### config.mk
export PLATFORM = sky130hd
export DESIGN_NAME = tcca_job_queue
export DESIGN_NICKNAME = d
export VERILOG_FILES = /design/src/rtl/tcca_pkg.sv /design/src/rtl/tcca_job_queue.sv
export VERILOG_INCLUDE_DIRS = /design/src /design/src/rtl
export SDC_FILE = /design/constraint.sdc
export NUM_CORES = 1
export LEC_CHECK = 0
export CORE_UTILIZATION = 35
export CTS_BUF_LIST = sky130_fd_sc_hd__clkbuf_8 sky130_fd_sc_hd__clkbuf_16
export CTS_CLUSTER_DIAMETER = 120
export DETAILED_ROUTE_END_ITERATION = 8
export DONT_BUFFER_PORTS = 1
export PLACE_DENSITY_LB_ADDON = 0.3
export SYNTH_ARGS = -nofsm -noshare
export SYNTH_HDL_FRONTEND = slang
export SYNTH_SLANG_ARGS = --single-unit
### constraint.sdc
create_clock -name i_clk -period 5.3 [get_ports i_clk]
set_input_delay 0.53 -clock i_clk [delete_from_list [all_inputs] [get_ports i_clk]]
set_output_delay 0.53 -clock i_clk [all_outputs]
set_load 0.01 [all_outputs]
### src/rtl/triangle_check_classify_area_defines.svh
// Assertion macros for the triangle check, classify and area block.
// Included by the RTL files that carry concurrent checks; no other dependencies.
`ifndef TRIANGLE_CHECK_CLASSIFY_AREA_DEFINES_SVH
`define TRIANGLE_CHECK_CLASSIFY_AREA_DEFINES_SVH
`ifndef SYNTHESIS
// Check that cons holds in the same cycle whenever ante holds
`define TCCA_ASSERT_IMPL(lbl, clk, rst_n, ante, cons) \
    lbl: assert property (@(posedge clk) disable iff (!rst_n) (ante) |-> (cons)) \
        else $error("%m: check failed");
// Check that cons holds in the cycle after ante holds
`define TCCA_ASSERT_NEXT(lbl, clk, rst_n, ante, cons) \
    lbl: assert property (@(posedge clk) disable iff (!rst_n) (ante) |=> (cons)) \
        else $error("%m: check failed");
`else
`define TCCA_ASSERT_IMPL(lbl, clk, rst_n, ante, cons)
`define TCCA_ASSERT_NEXT(lbl, clk, rst_n, ante, cons)
`endif
`endif

### src/rtl/tcca_pkg.sv
// Package for the triangle check, classify and area block: widths, depths and types.
// Used by every RTL module of the block; depends on nothing.
package tcca_pkg;

    // Side width and the widths that follow from it
    localparam int SIDE_BITS   = 12;
    localparam int SUM_W       = SIDE_BITS + 1;
    localparam int PERIM_W     = SIDE_BITS + 2;
    localparam int PX_W        = PERIM_W + SUM_W;
    localparam int YZ_W        = 2 * SUM_W;
    localparam int PROD_FULL_W = PX_W + YZ_W;
    localparam int ROOT_W      = 2 * SIDE_BITS + 1;
    localparam int PROD_W      = 2 * ROOT_W;
    localparam int REM_W       = ROOT_W + 1;

    // Queue depths (powers of two, so pointers wrap on their own)
    localparam int MID_DEPTH = 4;
    localparam int MID_AW    = $clog2(MID_DEPTH);
    localparam int MID_CNT_W = MID_AW + 1;
    localparam int OUT_DEPTH = 32;
    localparam int OUT_AW    = $clog2(OUT_DEPTH);
    localparam int CRED_W    = OUT_AW + 1;

    typedef logic [SIDE_BITS-1:0] t_side;

    typedef struct packed {
        t_side side_a;
        t_side side_b;
        t_side side_c;
    } t_in_item;

    typedef struct packed {
        logic               is_valid;
        logic [PERIM_W-1:0] perimeter;
        logic [ROOT_W-1:0]  area_times_four;
        logic               is_equilateral;
        logic               is_isosceles;
    } t_out_item;

    // Classification that rides alongside the arithmetic
    typedef struct packed {
        logic               valid;
        logic               equi;
        logic               iso;
        logic [PERIM_W-1:0] perim;
    } t_tag;

    // Classified triangle handed from the front to the back
    typedef struct packed {
        t_tag             tag;
        logic [SUM_W-1:0] diff_x;
        logic [SUM_W-1:0] diff_y;
        logic [SUM_W-1:0] diff_z;
    } t_job;

    typedef struct packed {
        logic push;
        t_job job;
    } t_job_push;

    typedef struct packed {
        logic full;
        logic empty;
    } t_queue_stat;

endpackage

### src/rtl/tcca_job_queue.sv
// Short queue of classified jobs between the front end and the arithmetic back end.
// Depends on tcca_pkg and the assertion macros header.
`include "triangle_check_classify_area_defines.svh"

module tcca_job_queue (
    input  logic                   i_clk,
    input  logic                   i_rst_n,
    input  tcca_pkg::t_job_push    i_in,
    input  logic                   i_pop,
    output tcca_pkg::t_queue_stat  o_stat,
    output tcca_pkg::t_job         o_job
);
    import tcca_pkg::*;

    t_job                r_mem [MID_DEPTH];
    logic [MID_AW-1:0]   r_wr_ptr;
    logic [MID_AW-1:0]   r_rd_ptr;
    logic [MID_CNT_W-1:0] r_cnt;
    logic [MID_CNT_W-1:0] n_cnt;

    assign o_stat.full  = (r_cnt == MID_CNT_W'(MID_DEPTH));
    assign o_stat.empty = (r_cnt == '0);
    assign o_job        = r_mem[r_rd_ptr];

    // Store an incoming job
    always_ff @(posedge i_clk) begin
        if (i_in.push) begin
            r_mem[r_wr_ptr] <= i_in.job;
        end
    end

    assign n_cnt = r_cnt + MID_CNT_W'(i_in.push) - MID_CNT_W'(i_pop);

    // Advance pointers and occupancy
    always_ff @(posedge i_clk) begin
        if (!i_rst_n) begin
            r_wr_ptr <= '0;
            r_rd_ptr <= '0;
            r_cnt    <= '0;
        end else begin
            if (i_in.push) begin
                r_wr_ptr <= r_wr_ptr + MID_AW'(1);
            end
            if (i_pop) begin
                r_rd_ptr <= r_rd_ptr + MID_AW'(1);
            end
            r_cnt <= n_cnt;
        end
    end

    `TCCA_ASSERT_IMPL(a_no_push_when_full, i_clk, i_rst_n, i_in.push, !o_stat.full)
    `TCCA_ASSERT_IMPL(a_no_pop_when_empty, i_clk, i_rst_n, i_pop, !o_stat.empty)
    `TCCA_ASSERT_IMPL(a_cnt_bound, i_clk, i_rst_n, 1'b1, r_cnt <= MID_CNT_W'(MID_DEPTH))
    `TCCA_ASSERT_NEXT(a_cnt_grows, i_clk, i_rst_n, i_in.push && !i_pop, r_cnt == $past(r_cnt) + MID_CNT_W'(1))

endmodule

==> flow_summary.ini <==
[yosys]
synthTopCellsByArea = edfxtp_1, mux4_2, dfxtp_1
synth-edff-count = 224
yosys_register_bits = 233
synth.area.mux_share_pct = 14.85
synth_flop_cell = edfxtp_1
synth-async-reset-ratio_pct = 0
synth_seq_area_share_pct = 80.70
synth_top_family_by_area = multiplexers
yosysWarnings = 0
synth_adder_area_share_pct = 1.111
yosys.cell_count.top_type = edfxtp_1
syn-cell-area_um2 = 8558
synth_xor_area_share_pct = 0.4825
yosys.area_share.simple_pct = 0.8772
avgSynthCellArea_um2 = 25.55
yosys.area.top_type_share_pct = 78.60
yosys-top-cells-count = edfxtp_1, mux4_2, dfxtp_1
syn_nets = 402
synth_compound_area_share_pct = 0.1754
ys_types = 21
yosys.area.top_type = edfxtp_1
synthCells = 335

[timing]
worstMarginPinSlew_ns = 0.9157
finalSetupTns_ns = 0
finalSetupViolCount = 0
finalHoldViolCount = 0
slew_violations = 0
relSlewSlack_pct = 38.95
timing.fmax_mhz = 328.5
finalClockSkew_ns = 0.01889
rsz0062_at_grt = no
period_minus_slack_ns = 3.044
fin_crit_sh_pct = 57.44

[job]
drv_cap = 0

[power_and_ir_drop]
cellLeakagePower_nw = 3.037
peakVddDrop_v = 0.0002608
power-per-cell-area_nw_per_um2 = 436.0

[placed_design]
place.gp.congestion = 0.6847
place_hpwl_um = 8146
port-buffer-count = 0

[routing]
viasPerCell = 4.901
wirelength_um = 14750
ant_nets = 0
drt_iter0_drc = 226
first_pass_iters = 4
drc = 0
vias = 3372
routedWlPerCell_um = 21.44

[grt]
grt_util_all_layers_pct = 12.19
grt_first_pass_wirelength_um = 22600
grt_start_max_net_pins = 57
grt_pass1_vias = 3842
grt_overflow_total = 0
antenna_found_initial = 0

[floorplanning]
die_y_um = 158.4
die_x_um = 158.4
core_um2 = 23750
rows = 56
fp.dieArea_um2 = 25080
io_pins = 118
start_util_pct = 36.03

[setup_path]
cp_max_fo = 29
crit_arrival_ns = 2.51
end_kind = output port
worst-setup-path-type = register to output port
critPathRequiredTime_ns = 4.77
crit_path_start_kind = register

[cts]
htree_levels = 1
clkTransAtPathRegs_ns = 0.06
worstSkewPairLatency_ns = 0.52
cts_tree = built
clock_sink_count = 233
clockBufferDepth = 3
cts-root-buf = clkbuf_16
post-cts-setup-buffers = 0
ctsResizeCount = 0
hold_buffers = 0
numCtsBuffers = 25

[layout]
fillerInstances = 2038
area_growth_pct = 13.63
fin_nets = 418
fin_util_pct = 40.94
n_antenna_cell = 0
final_layout_size_suffix_gt1_share_pct = 27.64

[run_status]
outcome = finished clean

[min_path]
hp-class = primary input to register
[logic make-up after synthesis]
family	Yosys count
fa+ha+maj	7
simple gates	14
flops	233
buf+inv	19
mux	57
xor+xnor	3
compound gates	2
[per-stage QoR]
| step | area [um2] | cells | hold WS (ns) | setup slack, ns | power [W] |
|---|---|---|---|---|---|
| floorplan | 8558 | 335 | 0.4993 | 3.012 | 0.002429 |
| global route | 9724 | 688 | 0.06730 | 2.011 | 0.004396 |
| finish | 9724 | 688 | 0.09633 | 2.256 | 0.004240 |
| global placement | 8855 | 643 | 0.5017 | 2.733 | 0.002473 |
| CTS | 9724 | 688 | 0.06815 | 2.132 | 0.004305 |
| detailed placement | 8855 | 643 | 0.5246 | 2.678 | 0.002482 |
[final timing paths]
| path | startpoint | endpoint | slack (ns) | cells after the start |
|---|---|---|---|---|
| max | register | o_job[33] | 2.26 | 2 |
| min | i_in[19] | r_mem[0][19]$_DFFE_PP_ | 0.1 | 0 |
| min reg2reg | r_rd_ptr[0]$_SDFFE_PN0P_ | register | 0.54 | 2 |
| max reg2reg | r_cnt[0]$_SDFF_PN0_ | r_cnt[2]$_SDFF_PN0_ | 3.50 | 7 |
[routing by layer]
layer  track usage [%]  share of wire (%)
met1             14.73                 40
met2             20.36                 50
met3             4.164                7.8
met4             4.121                2.7
met5                 0                  0
[worst max-delay path, stage by stage (launching register included)]
cell and delay, ns:
dfxtp_4 0.76, buf_4 0.57, mux4_2 0.62
[state kept, by name, summed over array words and instances, names as in the netlist, named ones only]
register / flops
r_mem: 224
r_rd_ptr: 2
r_cnt: 3
r_wr_ptr: 2
[power by group]
group / switching, W / total [W] / internal [W] / leakage, nW
combinational: 0.000141 / 0.000264 / 0.000123 / 0.456
sequential: 0.0000499 / 0.00217 / 0.00212 / 2.13
clock: 0.000679 / 0.00181 / 0.00113 / 0.448
[layout by cell type (no fill, tap or decap), drive strengths merged]
master	netlist	routed
clkbuf	1	27
and2	6	6
mux4	56	56
nand3b	1	1
ha	6	6
fa	1	1
nor3	1	1
edfxtp	224	224
xor3	1	1
dfxtp	9	9
and3	1	1
bufinv	0	5
xnor2	2	2
a21bo	1	1
a21oi	1	1
nor2	5	5
clkinv	0	4
clkinvlp	0	1
inv	7	15
mux2i	1	1
buf	11	1
[layout make-up]
type	count	area [um2]	share of cell area [%]
clock buffer	27	653.1	6.716
multi-input combinational	83	1508	15.50
timing repair buffer	1	7.507	0.07720
sequential	233	6914	71.10
inverter	7	26.28	0.2702
clock inverter	18	216.5	2.226
tap	319	399.1	4.104
Power figures use the tool's default switching activity.
