$ cat src/rtl/triangle_check_classify_area_defines.svh
// Assertion macros for the triangle check, classify and area block.
// Included by the RTL files that carry concurrent checks; no other dependencies.
`ifndef TRIANGLE_CHECK_CLASSIFY_AREA_DEFINES_SVH
`define TRIANGLE_CHECK_CLASSIFY_AREA_DEFINES_SVH
`ifndef SYNTHESIS
// Check that cons holds in the same cycle whenever ante holds
`define TCCA_ASSERT_IMPL(lbl, clk, rst_n, ante, cons) \
    lbl: assert property (@(posedge clk) disable iff (!rst_n) (ante) |-> (cons)) \
        else $error("%m: check failed");
// Check that cons holds in the cycle after ante holds
`define TCCA_ASSERT_NEXT(lbl, clk, rst_n, ante, cons) \
    lbl: assert property (@(posedge clk) disable iff (!rst_n) (ante) |=> (cons)) \
        else $error("%m: check failed");
`else
`define TCCA_ASSERT_IMPL(lbl, clk, rst_n, ante, cons)
`define TCCA_ASSERT_NEXT(lbl, clk, rst_n, ante, cons)
`endif
`endif

$ cat src/rtl/tcca_pkg.sv
// Package for the triangle check, classify and area block: widths, depths and types.
// Used by every RTL module of the block; depends on nothing.
package tcca_pkg;

    // Side width and the widths that follow from it
    localparam int SIDE_BITS   = 12;
    localparam int SUM_W       = SIDE_BITS + 1;
    localparam int PERIM_W     = SIDE_BITS + 2;
    localparam int PX_W        = PERIM_W + SUM_W;
    localparam int YZ_W        = 2 * SUM_W;
    localparam int PROD_FULL_W = PX_W + YZ_W;
    localparam int ROOT_W      = 2 * SIDE_BITS + 1;
    localparam int PROD_W      = 2 * ROOT_W;
    localparam int REM_W       = ROOT_W + 1;

    // Queue depths (powers of two, so pointers wrap on their own)
    localparam int MID_DEPTH = 4;
    localparam int MID_AW    = $clog2(MID_DEPTH);
    localparam int MID_CNT_W = MID_AW + 1;
    localparam int OUT_DEPTH = 32;
    localparam int OUT_AW    = $clog2(OUT_DEPTH);
    localparam int CRED_W    = OUT_AW + 1;

    typedef logic [SIDE_BITS-1:0] t_side;

    typedef struct packed {
        t_side side_a;
        t_side side_b;
        t_side side_c;
    } t_in_item;

    typedef struct packed {
        logic               is_valid;
        logic [PERIM_W-1:0] perimeter;
        logic [ROOT_W-1:0]  area_times_four;
        logic               is_equilateral;
        logic               is_isosceles;
    } t_out_item;

    // Classification that rides alongside the arithmetic
    typedef struct packed {
        logic               valid;
        logic               equi;
        logic               iso;
        logic [PERIM_W-1:0] perim;
    } t_tag;

    // Classified triangle handed from the front to the back
    typedef struct packed {
        t_tag             tag;
        logic [SUM_W-1:0] diff_x;
        logic [SUM_W-1:0] diff_y;
        logic [SUM_W-1:0] diff_z;
    } t_job;

    typedef struct packed {
        logic push;
        t_job job;
    } t_job_push;

    typedef struct packed {
        logic full;
        logic empty;
    } t_queue_stat;

endpackage

$ cat src/rtl/tcca_front.sv
// Front end: accepts side triples, checks validity, classifies and forms Heron's factors.
// Depends on tcca_pkg; feeds tcca_job_queue.
module tcca_front (
    input  logic                   i_clk,
    input  logic                   i_rst_n,
    input  logic                   i_push,
    output logic                   o_full,
    input  tcca_pkg::t_in_item     i_item,
    input  tcca_pkg::t_queue_stat  i_mid_stat,
    output tcca_pkg::t_job_push    o_mid
);
    import tcca_pkg::*;

    logic [SUM_W-1:0] w_sum_ab;
    logic [SUM_W-1:0] w_sum_bc;
    logic [SUM_W-1:0] w_sum_ca;
    logic             w_valid;
    logic             w_equi;
    logic             w_iso;
    t_job             w_job;
    t_job             r_job;
    logic             r_vld;
    logic             n_vld;
    logic             w_accept;
    logic             w_move;

    // Pairwise sums for the strict triangle inequality
    assign w_sum_ab = SUM_W'(i_item.side_a) + SUM_W'(i_item.side_b);
    assign w_sum_bc = SUM_W'(i_item.side_b) + SUM_W'(i_item.side_c);
    assign w_sum_ca = SUM_W'(i_item.side_c) + SUM_W'(i_item.side_a);

    assign w_valid = (i_item.side_a != '0) && (i_item.side_b != '0) && (i_item.side_c != '0)
                     && (w_sum_ab > SUM_W'(i_item.side_c))
                     && (w_sum_bc > SUM_W'(i_item.side_a))
                     && (w_sum_ca > SUM_W'(i_item.side_b));

    assign w_equi = w_valid && (i_item.side_a == i_item.side_b)
                    && (i_item.side_b == i_item.side_c);
    assign w_iso  = w_valid && !w_equi
                    && ((i_item.side_a == i_item.side_b) || (i_item.side_b == i_item.side_c)
                        || (i_item.side_c == i_item.side_a));

    // Build the job; an invalid triangle carries all zeros so its area comes out zero
    always_comb begin
        w_job = '0;
        if (w_valid) begin
            w_job.tag.valid = 1'b1;
            w_job.tag.equi  = w_equi;
            w_job.tag.iso   = w_iso;
            w_job.tag.perim = PERIM_W'(i_item.side_a) + PERIM_W'(i_item.side_b)
                              + PERIM_W'(i_item.side_c);
            w_job.diff_x    = w_sum_bc - SUM_W'(i_item.side_a);
            w_job.diff_y    = w_sum_ca - SUM_W'(i_item.side_b);
            w_job.diff_z    = w_sum_ab - SUM_W'(i_item.side_c);
        end
    end

    // Hold the classified item until the queue takes it
    assign w_move   = r_vld && !i_mid_stat.full;
    assign o_full   = r_vld && i_mid_stat.full;
    assign w_accept = i_push && !o_full;

    always_comb begin
        priority if (w_accept) begin
            n_vld = 1'b1;
        end else if (w_move) begin
            n_vld = 1'b0;
        end else begin
            n_vld = r_vld;
        end
    end

    always_ff @(posedge i_clk) begin
        if (!i_rst_n) begin
            r_vld <= 1'b0;
        end else begin
            r_vld <= n_vld;
        end
    end

    always_ff @(posedge i_clk) begin
        if (w_accept) begin
            r_job <= w_job;
        end
    end

    assign o_mid.push = w_move;
    assign o_mid.job  = r_job;

endmodule

$ cat config.mk
export PLATFORM = sky130hd
export DESIGN_NAME = tcca_front
export DESIGN_NICKNAME = d
export VERILOG_FILES = /design/src/rtl/triangle_check_classify_area_defines.svh /design/src/rtl/tcca_pkg.sv /design/src/rtl/tcca_front.sv
export SDC_FILE = /design/constraint.sdc
export NUM_CORES = 1
export LEC_CHECK = 0
export BUFFER_PORTS_ARGS = -buffer_cell sky130_fd_sc_hd__buf_2
export CAP_MARGIN = 20
export CELL_PAD_IN_SITES_DETAIL_PLACEMENT = 1
export CELL_PAD_IN_SITES_GLOBAL_PLACEMENT = 2
export CORE_MARGIN = 2
export CORE_UTILIZATION = 36
export DETAILED_ROUTE_END_ITERATION = 8
export HOLD_SLACK_MARGIN = 0.02
export PLACE_DENSITY_LB_ADDON = 0.1
export SLEW_MARGIN = 0
export SYNTH_ARGS = -nofsm -noshare
export SYNTH_HDL_FRONTEND = slang
export SYNTH_SLANG_ARGS = --single-unit
$ cat constraint.sdc
create_clock -name i_clk -period 4.9 [get_ports i_clk]
set_clock_uncertainty 0.1 [all_clocks]
set_input_delay 0.245 -clock i_clk [delete_from_list [all_inputs] [get_ports i_clk]]
set_output_delay 0.245 -clock i_clk [all_outputs]
set_load 0.02 [all_outputs]
==> run summary <==
Post-Syn Area per Cell = 8.98 um2
Total CTS buffers = 5
Crit path kind = in2reg
Slew Limit Fails = 0
Avg Vias per Cell = 5.62
Num rows = 47
Worst Setup SP = i_item[13]
Post-synthesis register bit count = 55
R2r startpoint = r_vld
Area contributors post-synth = edfxtp_1, ha_1, fa_1
CTS H-tree lvls = 2
Ys async rst share = 0%
Die X-Extent = 135 um
Max Cap Violations = 0
Nets@finish = 935
Finish-stage setup viols = 0
Detailed-placement wirelength estimate = 15900 um
Clock latency on the worst-skew pair = 310 ps
Overall Global Routing Usage = 22.8%
TritonCTS clock tree = yes
Startpoint Class = primary input
Postcts setup bufs = 0
Setup TNS = 0 ps
Ports = 99
Req. time, crit path = 4930 ps
Final Critical Period = 4200 ps
Vias = 5692
Fmax achieved = 238 MHz
R2r worst-path depth = 3
Largest net degree at the start of global routing = 55
Post-CTS Hold Fix Bufs = 0
Synth top area share = 26.2%
Number of synthesized flops with an enable pin = 54
1st-iter DRT viols = 275
Routed wire length = 20300 um
CP endpoint kind = register
Commonest non-fill, non-tap cell in the layout = buf_2
CTS root buf = clkbuf_16
Worst Setup EP = o_mid[18]
Post-DRT Antenna Nets = 0
Status = finished, final reports clean
Diode count = 0
Final GP Congestion = 0.844
Worst-path clk slew = 70 ps
IO Port Bufs = 97
Chip height = 135 um
Cell count after synthesis = 690
Layout fillers = 2030
Length of the first detailed-routing pass in iterations = 4
RSZ-0062 raised after global routing = no
RR Endpoint = o_mid[24]
Initial Utilization = 37.1%
Synth Cell Area = 6190 um2
Peak supply drop = 151 uV
Highest-count cells in the layout ignoring fill and taps = buf_2, nor2_1, ha_1, inv_1, edfxtp_1
Core Box Area = 16700 um2
Area Growth Syn to Fin = 14.9%
Longest Clk Path Bufs = 2
Share of layout cells above drive strength 1 = 15.3%
Routed len/inst = 20.1 um
Register area share after synthesis = 26.5%
Post-synth top area cell = edfxtp_1
CP max FO = 29
Leak Pwr = 3.19 nW
First-pass GRT wire length = 31900 um
Pwr Density = 336 nW/um2
FF-to-FF setup slack = 3220 ps
Slew HR = 50.4%
Part of the cycle the worst path needs = 85.8%
Synth Flop Type = edfxtp_1
Place WS = 378 ps
Post-CTS Resized = 0
Initial antenna violation count = 0
Number of global-route vias before repair = 5945
Worst-Margin Slew = 745 ps
Netlist cell types = 54
GRT overflow = 0
Clk sink count = 55
Overall die area = 18300 um2
Tightest Hold Check Type = in2reg
Final count of hold timing violations = 0
Arrival time at the worst endpoint = 4240 ps
Setup ws final = 697 ps
Post-synth net total = 834
DRC = 0
Yosys warnings = 0
==> flip-flops by register name (all words and copies together) (netlist names) <==
signal	cells
o_mid	54
r_vld	1
==> worst max-delay path, stage by stage <==
cell	delay, ps
buf_2	160
ha_1	330
a21o_1	180
a21oi_1	230
o21bai_1	90
a21o_1	200
a21oi_1	360
or4b_2	620
nand4_1	130
ha_1	290
nand4_1	120
o31ai_1	90
a211o_1	230
a31oi_1	180
buf_4	160
o221ai_4	90
buf_4	250
a211oi_1	260
==> final cells by class <==
class | instances | area [um2] | area share, %
clock buffers | 6 | 139 | 1.95
clock inverters | 2 | 35.0 | 0.492
inverters | 63 | 236 | 3.32
multi-input cells | 564 | 4270 | 60.0
flip-flops and latches | 55 | 1640 | 23.1
well taps | 220 | 275 | 3.87
repair buffers | 102 | 523 | 7.35
==> worst min-delay path by stage <==
stage | start | end | slack, ps | cells after the start
2_1_floorplan | i_rst_n | r_vld | 260 | 1
3_3_place_gp | i_rst_n | r_vld | 350 | 2
3_5_place_dp | i_rst_n | r_vld | 350 | 2
4_1_cts | i_rst_n | r_vld | 20 | 2
5_1_grt | i_rst_n | r_vld | 40 | 2
6_report | i_rst_n | r_vld | 30 | 2
==> layer usage <==
layer  vias to the layer above  GRT usage (%)  wire length [um]
met1                      2795           29.7              9240
met3                        28           2.84               805
met5                         -              0                 0
li1                       2740              -                 -
met2                       129           39.3              9820
met4                         0           7.35               473
==> stage by stage <==
step,cell area [um2],hold slack (ps),utilization [%],cells,total power [mW]
after floorplan,6190,263,-,690,1.59
after global placement,6940,346,41.6,1004,1.92
after detailed placement,6940,352,41.6,1004,1.96
after CTS,7120,24.8,42.6,1012,2.42
after global routing,7120,43.6,42.6,1012,2.57
final,7120,34.6,42.6,1012,2.39
==> Yosys cell counts (all sizes together) (6+ instances only) <==
| cell | instances |
|---|---|
| xnor2 | 34 |
| o31a | 9 |
| and3 | 14 |
| nor3 | 28 |
| nand3 | 18 |
| a21o | 16 |
| o41ai | 6 |
| nor2b | 14 |
| fa | 20 |
| nand2 | 20 |
| a21oi | 36 |
| inv | 63 |
| or3 | 8 |
| edfxtp | 54 |
| o31ai | 6 |
| ha | 83 |
| buf | 7 |
| o21ai | 32 |
| nor4 | 20 |
| o21a | 14 |
| xor2 | 17 |
| nand4 | 8 |
| a211oi | 14 |
| nand2b | 10 |
| nor2 | 84 |
==> kinds of logic (layout without fill, tap and decap cells) <==
kind of cell	count (synthesis)	after routing	synth area share (%)
buffers and inverters	71	173	4.73
and+or+nand+nor	245	245	20.1
xor gates and xnor gates	51	51	7.21
muxes	1	1	0.182
adders and majority gates	103	103	23.2
AOI/OAI and AO/OA	164	164	18.1
DFF	55	55	26.5
==> report_power, final <==
group	leakage [nW]	total (mW)	internal (mW)	switching (mW)
clock network	0.0868	0.448	0.256	0.192
logic	2.56	1.32	0.515	0.803
registers	0.546	0.626	0.612	0.0139
Note: power is estimated with default switching activity, not from simulation.
